$ cat config.mk
export PLATFORM = sky130hd
export DESIGN_NAME = multi_joint_position_ramp
export DESIGN_NICKNAME = d
export VERILOG_FILES = /design/src/hdl/mjpr_pkg.sv /design/src/hdl/mjpr_joint_step.sv /design/src/hdl/mjpr_state.sv /design/src/hdl/multi_joint_position_ramp.sv
export SDC_FILE = /design/constraint.sdc
export NUM_CORES = 2
export LEC_CHECK = 0
export ABC_AREA = 0
export BUFFER_PORTS_ARGS = -buffer_cell sky130_fd_sc_hd__buf_2
export CAP_MARGIN = 20
export CELL_PAD_IN_SITES_DETAIL_PLACEMENT = 2
export CELL_PAD_IN_SITES_GLOBAL_PLACEMENT = 2
export CORE_ASPECT_RATIO = 1.25
export CORE_UTILIZATION = 45
export CTS_CLUSTER_SIZE = 20
export DETAILED_ROUTE_END_ITERATION = 12
export GPL_TIMING_DRIVEN = 0
export PLACE_DENSITY_LB_ADDON = 0.1
export SYNTH_ARGS = -nofsm -noshare
export SYNTH_HDL_FRONTEND = slang
export SYNTH_HIERARCHICAL = 1
export SYNTH_SLANG_ARGS = --single-unit
$ cat constraint.sdc
create_clock -name clock -period 8.9 [get_ports clock]
set_input_delay 0.89 -clock clock [delete_from_list [all_inputs] [get_ports clock]]
set_output_delay 0.89 -clock clock [all_outputs]
set_load 0.05 [all_outputs]
$ cat src/hdl/mjpr_pkg.sv
// Package: types and constants of the multi-joint position ramp.
`timescale 1ns / 1ps
`default_nettype none

package mjpr_pkg;

   localparam int MJPR_MAX_JOINTS     = 16;
   localparam int MJPR_POSITION_BITS  = 24;
   localparam int JOINT_INDEX_W       = 4;
   localparam int JOINT_COUNT_W       = 5;
   localparam int STEP_SIZE_W         = 20;
   localparam int CSR_DATA_W          = 20;
   localparam int CSR_INDEX_W         = 1;

   localparam logic [JOINT_COUNT_W-1:0] JOINT_COUNT_RESET = 5'd7;
   localparam logic [STEP_SIZE_W-1:0]   STEP_SIZE_RESET   = 20'd5243;
   localparam logic [JOINT_COUNT_W-1:0] ELEMENT_COUNT_MAX = 5'd31;

   typedef enum logic [1:0] {
      OP_HOLD    = 2'd0,
      OP_COMMAND = 2'd1,
      OP_TICK    = 2'd2,
      OP_LIMITS  = 2'd3
   } opcode_type;

   typedef enum logic [CSR_INDEX_W-1:0] {
      CSR_JOINT_COUNT = 1'b0,
      CSR_STEP_SIZE   = 1'b1
   } csr_reg_type;

   // Control of the request held in the input register.
   typedef struct packed {
      logic       fire;
      opcode_type op;
      logic       last;
   } req_ctl_type;

   // Status flags of one response.
   typedef struct packed {
      logic joint_reached;
      logic all_reached;
      logic moving;
      logic length_error;
   } rsp_flags_type;

endpackage

`default_nettype wire

$ cat src/hdl/mjpr_joint_step.sv
// One joint step: offset by the step size, then clamp to limits or snap to target.
`timescale 1ns / 1ps
`default_nettype none

module mjpr_joint_step import mjpr_pkg::*; #(
   parameter int POSITION_BITS = MJPR_POSITION_BITS
) (
   input  wire logic signed [POSITION_BITS-1:0] measured,
   input  wire logic        [STEP_SIZE_W-1:0]   step_size,
   input  wire logic                            down,
   input  wire logic signed [POSITION_BITS-1:0] lower,
   input  wire logic signed [POSITION_BITS-1:0] upper,
   input  wire logic signed [POSITION_BITS-1:0] target,
   output logic      signed [POSITION_BITS-1:0] next_setpoint,
   output logic                                 done
);

   localparam int BaseW = (POSITION_BITS > STEP_SIZE_W) ? POSITION_BITS : STEP_SIZE_W + 1;
   localparam int SumW  = BaseW + 1;
   localparam int ExtW  = SumW - POSITION_BITS;

   logic signed [SumW-1:0] meas_x;
   logic signed [SumW-1:0] step_x;
   logic signed [SumW-1:0] lower_x;
   logic signed [SumW-1:0] upper_x;
   logic signed [SumW-1:0] target_x;
   logic signed [SumW-1:0] sum;

   assign meas_x   = {{ExtW{measured[POSITION_BITS-1]}}, measured};
   assign lower_x  = {{ExtW{lower[POSITION_BITS-1]}}, lower};
   assign upper_x  = {{ExtW{upper[POSITION_BITS-1]}}, upper};
   assign target_x = {{ExtW{target[POSITION_BITS-1]}}, target};
   assign step_x   = {{(SumW-STEP_SIZE_W){1'b0}}, step_size};
   assign sum      = down ? (meas_x - step_x) : (meas_x + step_x);

   // Lower limit wins, then upper limit, then the target.
   always_comb begin
      done          = 1'b1;
      next_setpoint = sum[POSITION_BITS-1:0];
      priority if (sum <= lower_x) begin
         next_setpoint = lower;
      end else if (sum >= upper_x) begin
         next_setpoint = upper;
      end else if ((!down && sum >= target_x) || (down && sum <= target_x)) begin
         next_setpoint = target;
      end else begin
         done = 1'b0;
      end
   end

endmodule

`default_nettype wire

$ cat src/hdl/mjpr_state.sv
// Per-joint stores, motion control and configuration registers.
`timescale 1ns / 1ps
`default_nettype none

module mjpr_state import mjpr_pkg::*; #(
   parameter int MAX_JOINTS    = MJPR_MAX_JOINTS,
   parameter int POSITION_BITS = MJPR_POSITION_BITS
) (
   input  wire logic                            clock,
   input  wire logic                            reset,
   input  wire logic                            csr_wr_en,
   input  wire logic        [CSR_INDEX_W-1:0]   csr_index,
   input  wire logic        [CSR_DATA_W-1:0]    csr_wdata,
   input  wire req_ctl_type                     ctl,
   input  wire logic        [JOINT_INDEX_W-1:0] joint_index,
   input  wire logic signed [POSITION_BITS-1:0] measured,
   input  wire logic signed [POSITION_BITS-1:0] target_or_lower,
   input  wire logic signed [POSITION_BITS-1:0] upper_limit,
   output logic      signed [POSITION_BITS-1:0] setpoint_out,
   output rsp_flags_type                        flags_out
);

   localparam int IdxW = (MAX_JOINTS > 1) ? $clog2(MAX_JOINTS) : 1;

   logic signed [POSITION_BITS-1:0] setpoint_ff [MAX_JOINTS];
   logic signed [POSITION_BITS-1:0] target_ff   [MAX_JOINTS];
   logic signed [POSITION_BITS-1:0] lower_ff    [MAX_JOINTS];
   logic signed [POSITION_BITS-1:0] upper_ff    [MAX_JOINTS];
   logic [MAX_JOINTS-1:0]    dir_ff;
   logic [MAX_JOINTS-1:0]    reached_ff, reached_in;
   logic                     active_ff, active_in;
   logic [JOINT_COUNT_W-1:0] elem_cnt_ff, elem_cnt_in;
   logic [JOINT_COUNT_W-1:0] joint_count_ff;
   logic [STEP_SIZE_W-1:0]   step_size_ff;

   logic [7:0]            idx_wide;
   logic [IdxW-1:0]       idx;
   logic                  idx_ok;
   logic [7:0]            used;
   logic [MAX_JOINTS-1:0] used_mask;
   logic [MAX_JOINTS-1:0] idx_onehot;
   logic                  in_use;
   logic [JOINT_COUNT_W-1:0] elem_inc;

   logic signed [POSITION_BITS-1:0] cur_setpoint;
   logic signed [POSITION_BITS-1:0] step_setpoint;
   logic                            step_done;
   logic                            sp_wr;
   logic signed [POSITION_BITS-1:0] sp_wr_val;
   logic                            tgt_wr;
   logic                            lim_wr;
   logic                            len_err;
   logic                            all_pulse;

   assign idx_wide   = 8'(joint_index);
   assign idx        = idx_wide[IdxW-1:0];
   assign idx_ok     = idx_wide < 8'(MAX_JOINTS);
   assign idx_onehot = MAX_JOINTS'(1) << idx;
   assign in_use     = idx_wide < used;
   assign cur_setpoint = setpoint_ff[idx];
   assign elem_inc   = (elem_cnt_ff < ELEMENT_COUNT_MAX) ?
                       elem_cnt_ff + JOINT_COUNT_W'(1) : elem_cnt_ff;

   // Joint count of zero acts as one; above the store depth it acts as the depth.
   always_comb begin
      priority if (joint_count_ff == '0) begin
         used = 8'd1;
      end else if (8'(joint_count_ff) > 8'(MAX_JOINTS)) begin
         used = 8'(MAX_JOINTS);
      end else begin
         used = 8'(joint_count_ff);
      end
   end

   always_comb begin
      for (int i = 0; i < MAX_JOINTS; i++) begin
         used_mask[i] = 8'(i) < used;
      end
   end

   mjpr_joint_step #(
      .POSITION_BITS (POSITION_BITS)
   ) u_step (
      .measured      (measured),
      .step_size     (step_size_ff),
      .down          (dir_ff[idx]),
      .lower         (lower_ff[idx]),
      .upper         (upper_ff[idx]),
      .target        (target_ff[idx]),
      .next_setpoint (step_setpoint),
      .done          (step_done)
   );

   always_comb begin
      sp_wr       = 1'b0;
      sp_wr_val   = measured;
      tgt_wr      = 1'b0;
      lim_wr      = 1'b0;
      len_err     = 1'b0;
      all_pulse   = 1'b0;
      reached_in  = reached_ff;
      active_in   = active_ff;
      elem_cnt_in = elem_cnt_ff;
      unique case (ctl.op)
         OP_HOLD: begin
            sp_wr     = idx_ok;
            sp_wr_val = measured;
         end
         OP_COMMAND: begin
            tgt_wr      = idx_ok;
            elem_cnt_in = elem_inc;
            if (ctl.last) begin
               if (8'(elem_inc) != used) begin
                  len_err   = 1'b1;
                  active_in = 1'b0;
               end else begin
                  reached_in = '0;
                  active_in  = 1'b1;
               end
               elem_cnt_in = '0;
            end
         end
         OP_TICK: begin
            if (active_ff && idx_ok && in_use && !reached_ff[idx]) begin
               sp_wr     = 1'b1;
               sp_wr_val = step_setpoint;
               if (step_done) begin
                  reached_in = reached_ff | idx_onehot;
               end
            end
            if (ctl.last && active_ff && ((reached_in & used_mask) == used_mask)) begin
               active_in = 1'b0;
               all_pulse = 1'b1;
            end
         end
         OP_LIMITS: begin
            lim_wr = idx_ok;
         end
      endcase
   end

   assign setpoint_out            = idx_ok ? (sp_wr ? sp_wr_val : cur_setpoint) : '0;
   assign flags_out.joint_reached = idx_ok & reached_in[idx];
   assign flags_out.all_reached   = all_pulse;
   assign flags_out.moving        = active_in;
   assign flags_out.length_error  = len_err;

   always_ff @(posedge clock) begin
      if (reset) begin
         for (int i = 0; i < MAX_JOINTS; i++) begin
            setpoint_ff[i] <= '0;
         end
         reached_ff     <= '0;
         active_ff      <= 1'b0;
         elem_cnt_ff    <= '0;
         joint_count_ff <= JOINT_COUNT_RESET;
         step_size_ff   <= STEP_SIZE_RESET;
      end else begin
         if (csr_wr_en) begin
            unique case (csr_reg_type'(csr_index))
               CSR_JOINT_COUNT: joint_count_ff <= csr_wdata[JOINT_COUNT_W-1:0];
               CSR_STEP_SIZE:   step_size_ff   <= csr_wdata[STEP_SIZE_W-1:0];
            endcase
         end
         if (ctl.fire) begin
            if (sp_wr) begin
               setpoint_ff[idx] <= sp_wr_val;
            end
            reached_ff  <= reached_in;
            active_ff   <= active_in;
            elem_cnt_ff <= elem_cnt_in;
         end
      end
   end

   // Target, direction and limit stores hold garbage until written.
   always_ff @(posedge clock) begin
      if (ctl.fire && tgt_wr) begin
         target_ff[idx] <= target_or_lower;
         dir_ff[idx]    <= measured > target_or_lower;
      end
      if (ctl.fire && lim_wr) begin
         lower_ff[idx] <= target_or_lower;
         upper_ff[idx] <= upper_limit;
      end
   end

endmodule

`default_nettype wire

$ cat src/hdl/multi_joint_position_ramp.sv
// Top level of the multi-joint position ramp: input register, joint state, result register.
`timescale 1ns / 1ps
`default_nettype none

// Multi-joint setpoint ramp. Each request carries one opcode for one joint:
// hold (setpoint follows the measured position), command element (store
// target and direction; the last element checks the element count against
// joint_count and starts motion or flags length_error), tick element (step
// the setpoint by step_size from the measured position, clamp to the limits
// or snap to the target and mark the joint done), and load limits. Every
// request yields exactly one response. Throughput is one request per clock
// while rsp_ready keeps the result register draining; a request passes the
// input register and then the result register, with the per-joint register
// files read, updated and written between them. A response waiting on
// rsp_ready does not block the next request from entering an empty input
// register. Configuration writes (index 0 joint_count, index 1 step_size)
// take effect at once and must only be issued while no request is in flight.
// The setpoint store clears on the synchronous reset; limits and targets
// must be loaded before a tick reads them.
module multi_joint_position_ramp import mjpr_pkg::*; #(
   parameter int MAX_JOINTS    = MJPR_MAX_JOINTS,
   parameter int POSITION_BITS = MJPR_POSITION_BITS
) (
   input  wire logic                            clock,
   input  wire logic                            reset,
   input  wire logic                            req_valid,
   output logic                                 req_ready,
   input  wire logic        [1:0]               req_opcode,
   input  wire logic        [JOINT_INDEX_W-1:0] req_joint_index,
   input  wire logic signed [POSITION_BITS-1:0] req_measured_position,
   input  wire logic signed [POSITION_BITS-1:0] req_target_or_lower,
   input  wire logic signed [POSITION_BITS-1:0] req_upper_limit,
   input  wire logic                            req_last_element,
   output logic                                 rsp_valid,
   input  wire logic                            rsp_ready,
   output logic             [JOINT_INDEX_W-1:0] rsp_out_joint,
   output logic      signed [POSITION_BITS-1:0] rsp_setpoint,
   output logic                                 rsp_joint_reached,
   output logic                                 rsp_all_reached,
   output logic                                 rsp_moving,
   output logic                                 rsp_length_error,
   input  wire logic                            csr_wr_en,
   input  wire logic        [CSR_INDEX_W-1:0]   csr_index,
   input  wire logic        [CSR_DATA_W-1:0]    csr_wdata
);

   // Input register.
   logic                            s1_valid_ff, s1_valid_in;
   opcode_type                      s1_op_ff;
   logic [JOINT_INDEX_W-1:0]        s1_joint_ff;
   logic signed [POSITION_BITS-1:0] s1_meas_ff;
   logic signed [POSITION_BITS-1:0] s1_tol_ff;
   logic signed [POSITION_BITS-1:0] s1_upper_ff;
   logic                            s1_last_ff;

   // Result register.
   logic                            rsp_valid_ff, rsp_valid_in;
   logic [JOINT_INDEX_W-1:0]        rsp_joint_ff;
   logic signed [POSITION_BITS-1:0] rsp_setpoint_ff;
   rsp_flags_type                   rsp_flags_ff;

   logic                            advance;
   logic                            req_take;
   req_ctl_type                     ctl;
   logic signed [POSITION_BITS-1:0] next_setpoint;
   rsp_flags_type                   next_flags;

   // Advance the held request whenever the result register is empty or draining.
   assign advance   = s1_valid_ff && (!rsp_valid_ff || rsp_ready);
   assign req_ready = !s1_valid_ff || advance;
   assign req_take  = req_valid && req_ready;

   assign s1_valid_in  = req_take ? 1'b1 : (advance ? 1'b0 : s1_valid_ff);
   assign rsp_valid_in = advance ? 1'b1 : (rsp_ready ? 1'b0 : rsp_valid_ff);

   assign ctl.fire = advance;
   assign ctl.op   = s1_op_ff;
   assign ctl.last = s1_last_ff;

   mjpr_state #(
      .MAX_JOINTS    (MAX_JOINTS),
      .POSITION_BITS (POSITION_BITS)
   ) u_state (
      .clock           (clock),
      .reset           (reset),
      .csr_wr_en       (csr_wr_en),
      .csr_index       (csr_index),
      .csr_wdata       (csr_wdata),
      .ctl             (ctl),
      .joint_index     (s1_joint_ff),
      .measured        (s1_meas_ff),
      .target_or_lower (s1_tol_ff),
      .upper_limit     (s1_upper_ff),
      .setpoint_out    (next_setpoint),
      .flags_out       (next_flags)
   );

   // Control: valid flags of both registers.
   always_ff @(posedge clock) begin
      if (reset) begin
         s1_valid_ff  <= 1'b0;
         rsp_valid_ff <= 1'b0;
      end else begin
         s1_valid_ff  <= s1_valid_in;
         rsp_valid_ff <= rsp_valid_in;
      end
   end

   // Payload: capture on accept, hold otherwise.
   always_ff @(posedge clock) begin
      if (req_take) begin
         s1_op_ff    <= opcode_type'(req_opcode);
         s1_joint_ff <= req_joint_index;
         s1_meas_ff  <= req_measured_position;
         s1_tol_ff   <= req_target_or_lower;
         s1_upper_ff <= req_upper_limit;
         s1_last_ff  <= req_last_element;
      end
      if (advance) begin
         rsp_joint_ff    <= s1_joint_ff;
         rsp_setpoint_ff <= next_setpoint;
         rsp_flags_ff    <= next_flags;
      end
   end

   assign rsp_valid         = rsp_valid_ff;
   assign rsp_out_joint     = rsp_joint_ff;
   assign rsp_setpoint      = rsp_setpoint_ff;
   assign rsp_joint_reached = rsp_flags_ff.joint_reached;
   assign rsp_all_reached   = rsp_flags_ff.all_reached;
   assign rsp_moving        = rsp_flags_ff.moving;
   assign rsp_length_error  = rsp_flags_ff.length_error;

endmodule

`default_nettype wire

==> results list <==
- Vertical die dimension: 449 um
- Core Box Area: 158,000 um2
- The number of global-route vias before repair was 46.0k.
* Arrival @ worst endpoint: 9.52 ns
- CTS buffer count: 173
- Overall fraction of global-route tracks in use: 0.328
* Overall via count from detail_route: 42.5k
- DIE WIDTH: 360 um
- Global routing finished with a remaining overflow of 0.
- Final Instance Area: 84,800 um2
- In this run the worst hold path is classified as in -> reg.
- In this run, synthesis inferred 1,663 flip-flops with an integrated enable.
- Derived from the worst setup path, the maximum achievable clock frequency is 112 MHz.
* Clock input transition at the sequential cells of the worst setup and hold paths: 0.06 ns
- After floorplanning, the core was divided into 163 placement rows.
- Final-stage net count: 4,707
* Buffers on Ports: 138
- TritonCTS built the clock tree.
- Total cell area at the placement stage: 77,700 um2
* I/O pin cnt: 139
- Final WS setup: -0.0480 ns
* Leading cell type in the layout, fill and taps excluded: sky130_fd_sc_hd__edfxtp_1
- WHS: 0.222 ns
* Start-to-end type of the worst setup path: reg -> reg
- Global-route wire length before repair: 364 mm
* First-pass detailed-route iteration total: 5
* Fraction of the yosys area taken by sequential cells: 0.708
- Maximum number of pins on one net before global-route repair: 52
- After synthesis, the netlist uses 84 different library cells.
- The Yosys step of the flow raised 6 warnings.
- Counting along the longest clock path gives a buffer depth of 3.
- Of the cells placed in the final design, the portion with a size suffix greater than 1 is 0.280.
* Critical path required time: 9.47 ns
* Power density normalized to cell area: 226 nW/um2
- Leakage power: 28.9 nW
- For this run, asynchronously set or reset flops after synthesis account for 0.
- The initial utilization of the core area, before any placement, comes to 0.455.
- In this run the number of H-tree levels came out at 4.
- Combined area of all synthesized cells: 72,000 um2
- Detail Placement HPWL: 185 mm
- DRC violation count after routing: 0
- The top cell types in the final layout, fill and taps aside, are sky130_fd_sc_hd__edfxtp_1 (1,663), sky130_fd_sc_hd__nor2_1 (501), sky130_fd_sc_hd__mux4_2 (489), sky130_fd_sc_hd__buf_2 (204), sky130_fd_sc_hd__clkbuf_16 (176).
* Prevailing post-synth register cell: sky130_fd_sc_hd__edfxtp_1
- Final setup skew: 0.0572 ns
* Terminating pin of the worst hold path: s1_upper_ff[1]$_DFFE_PP_
- The run finished, with violations left.
* Max-slew headroom: 0.211
- Critical hold path startpoint: req_upper_limit[1]
* Number of max-cap violations: 0
- Violation count after the first detailed-routing iteration: 4,466
- Number of register bits inferred by synthesis: 1,712
* Final min period: 8.95 ns
* Worst-path fanout max: 10
* Clock insertion delay at the later pin of the skew report: 0.85 ns
- Worst reg-to-reg setup slack: -0.05 ns
* Via-to-Cell Ratio: 6.37
- Worst IR Drop VDD: 0.231 mV
- In this design, the critical path's most frequently occurring cell is sky130_fd_sc_hd__nor2_1.
* Crit end category: register
- Before CTS, the worst setup slack after placement is -3.05 ns.
- The number of slew-limit violations in the final report came to 0.
- Setup violations remaining at the end of the flow were counted as 12.
* Failing checks: setup timing
- In the final routed layout, each cell accounts on average for 39.7 um.
- Each instance of the synthesized netlist takes up on average 18.0 um2.
* Gp weighted congestion: 0.912
- Counting every net in the synthesized netlist gives 4,228.
* Syn Inst Count: 3,990
- The worst register-to-register path begins at s1_joint_ff[1]$_DFFE_PP_.
* Buffer type at the clock tree root: sky130_fd_sc_hd__clkbuf_16
* Hold path depth: 1
* Actual transition at the worst max-transition pin: 1.18 ns
- Cell with the largest stage delay on the worst path: sky130_fd_sc_hd__xnor2_1
- Initial antenna violation count: 8
- On the worst path, the slowest cell contributes a delay of 0.81 ns.
* Reg2Reg Capture Point: u_state/setpoint_ff[7][0]$_SDFFCE_PN0P_
* Area Growth Syn to Fin: 17.9%
- The number of failing hold endpoints at the final stage was 0.
- The count of nets left with antenna violations once routing finished came out at 0.
- Post-route fraction of the period consumed by the critical path: 1.01
* Clk sinks: 1,712
- Startpoint of the most critical setup path: s1_joint_ff[1]$_DFFE_PP_
- Wire length reported by the detailed router: 265 mm
- Measured in cells, the most critical reg-to-reg path has a length of 28.
* Die area: 162,000 um2
- CTS Hold Buffers Added: 0
- The worst setup path is launched from a register.
-- synth_stat cells, drive strengths merged, types with 12 or more instances --
master | n | area share
a211oi | 16 | 0.0017
a21o | 28 | 0.0029
a21oi | 134 | 0.0094
a22oi | 29 | 0.0030
a31oi | 14 | 0.0012
and2 | 12 | 0.0011
buf | 102 | 0.0068
clkbuf | 124 | 0.0065
dfxtp | 49 | 0.014
edfxtp | 1663 | 0.69
ha | 132 | 0.023
inv | 124 | 0.0065
mux2i | 30 | 0.0052
mux4 | 489 | 0.15
nand2 | 124 | 0.0069
nand2b | 29 | 0.0026
nand3 | 33 | 0.0023
nand4 | 24 | 0.0021
nor2 | 541 | 0.028
nor2b | 12 | 0.0010
nor3 | 38 | 0.0026
nor4 | 12 | 0.0011
o21ai | 53 | 0.0037
xnor2 | 33 | 0.0040
-- sequential cells by signal, summed over array words and instances (netlist names), 2 cells and up --
name	flops
u_state/elem_cnt_ff	5
u_state/upper_ff	384
u_state/setpoint_ff	384
u_state/reached_ff	16
u_state/lower_ff	384
rsp_setpoint	24
s1_upper_ff	24
s1_op_ff	2
u_state/joint_count_ff	5
u_state/dir_ff	16
s1_tol_ff	24
u_state/target_ff	384
u_state/step_size_ff	20
s1_joint_ff	4
s1_meas_ff	24
rsp_out_joint	4
-- through the flow --
stage	utilization	total power (W)	TNS, ns	cells
3_5_place_dp	0.491	0.0117	-979.66	6289
2_1_floorplan	-	0.0106	0	3990
5_1_grt	0.536	0.0196	-5.29	6673
3_3_place_gp	0.475	0.0115	-1127.03	6190
4_1_cts	0.530	0.0191	-0.00884	6621
6_report	0.536	0.0192	-0.391	6674
-- per-layer routing --
metal	global-route usage	part of all wire	vias up
met4	0.186	0.064	8
met1	0.374	0.35	23000
met5	0	0.00022	-
met2	0.586	0.53	1877
met3	0.0486	0.054	654
li1	-	-	16900
-- worst max-delay path: cells and delay by family, from the launching register on --
kind	cells	cell delay (ns)
buffers and inverters	9	2.20
flip-flops	1	0.47
adder cells (fa/ha/maj)	2	0.82
XOR/XNOR	2	0.95
AND/OR/NAND/NOR	4	0.52
multiplexers	3	1.31
AO/OA/AOI/OAI	8	2.30
-- what timing repair did --
| action | 4_1_cts | 5_1_grt |
|---|---|---|
| endpoints found under the setup margin | 428 | 389 |
| gates resized for setup | 89 | 54 |
| pin swaps | 11 | 17 |
| buffers inserted | 22 | 26 |
-- cells by family (layout without fill, tap and decap cells) --
group,count (synthesis),after routing,share of synthesized area
fa+ha+maj,133,133,0.0232
mux,520,520,0.158
simple gates,853,853,0.0510
compound gates,379,379,0.0346
flops,1712,1712,0.708
other cells,0,1,0
xor+xnor,43,43,0.00523
buf+inv,350,971,0.0197
-- power by group --
part           switching [W]  internal (W)  total, W
clock                0.00331       0.00401   0.00732
sequential          0.000119       0.00896   0.00908
combinational        0.00182      0.000995   0.00282
total                0.00525        0.0140    0.0192
-- area by class of cell --
cell class,instances,area (um2)
antenna,1,2.50
clock buffer,212,4540
fill,13700,73400
clock inverter,105,1010
buffer,219,1070
inverter,124,468
multi-input combinational,1928,20400
timing repair buffer,311,3880
tap,2062,2580
sequential,1712,50900
-- how the worst max path moves through the flow --
| stage | cells after the start | slack [ns] | to |
|---|---|---|---|
| after floorplan | 34 | 1.08 | rsp_moving$_DFFE_PP_ |
| after global placement | 34 | -3.21 | rsp_moving$_DFFE_PP_ |
| after detailed placement | 33 | -3.05 | rsp_moving$_DFFE_PP_ |
| after CTS | 31 | -0.005 | u_state/setpoint_ff[6][14]$_SDFFCE_PN0P_ |
| after global routing | 29 | -0.17 | u_state/setpoint_ff[4][11]$_SDFFCE_PN0P_ |
| final | 28 | -0.05 | u_state/setpoint_ff[7][0]$_SDFFCE_PN0P_ |
Note: power is estimated with default switching activity, not from simulation.
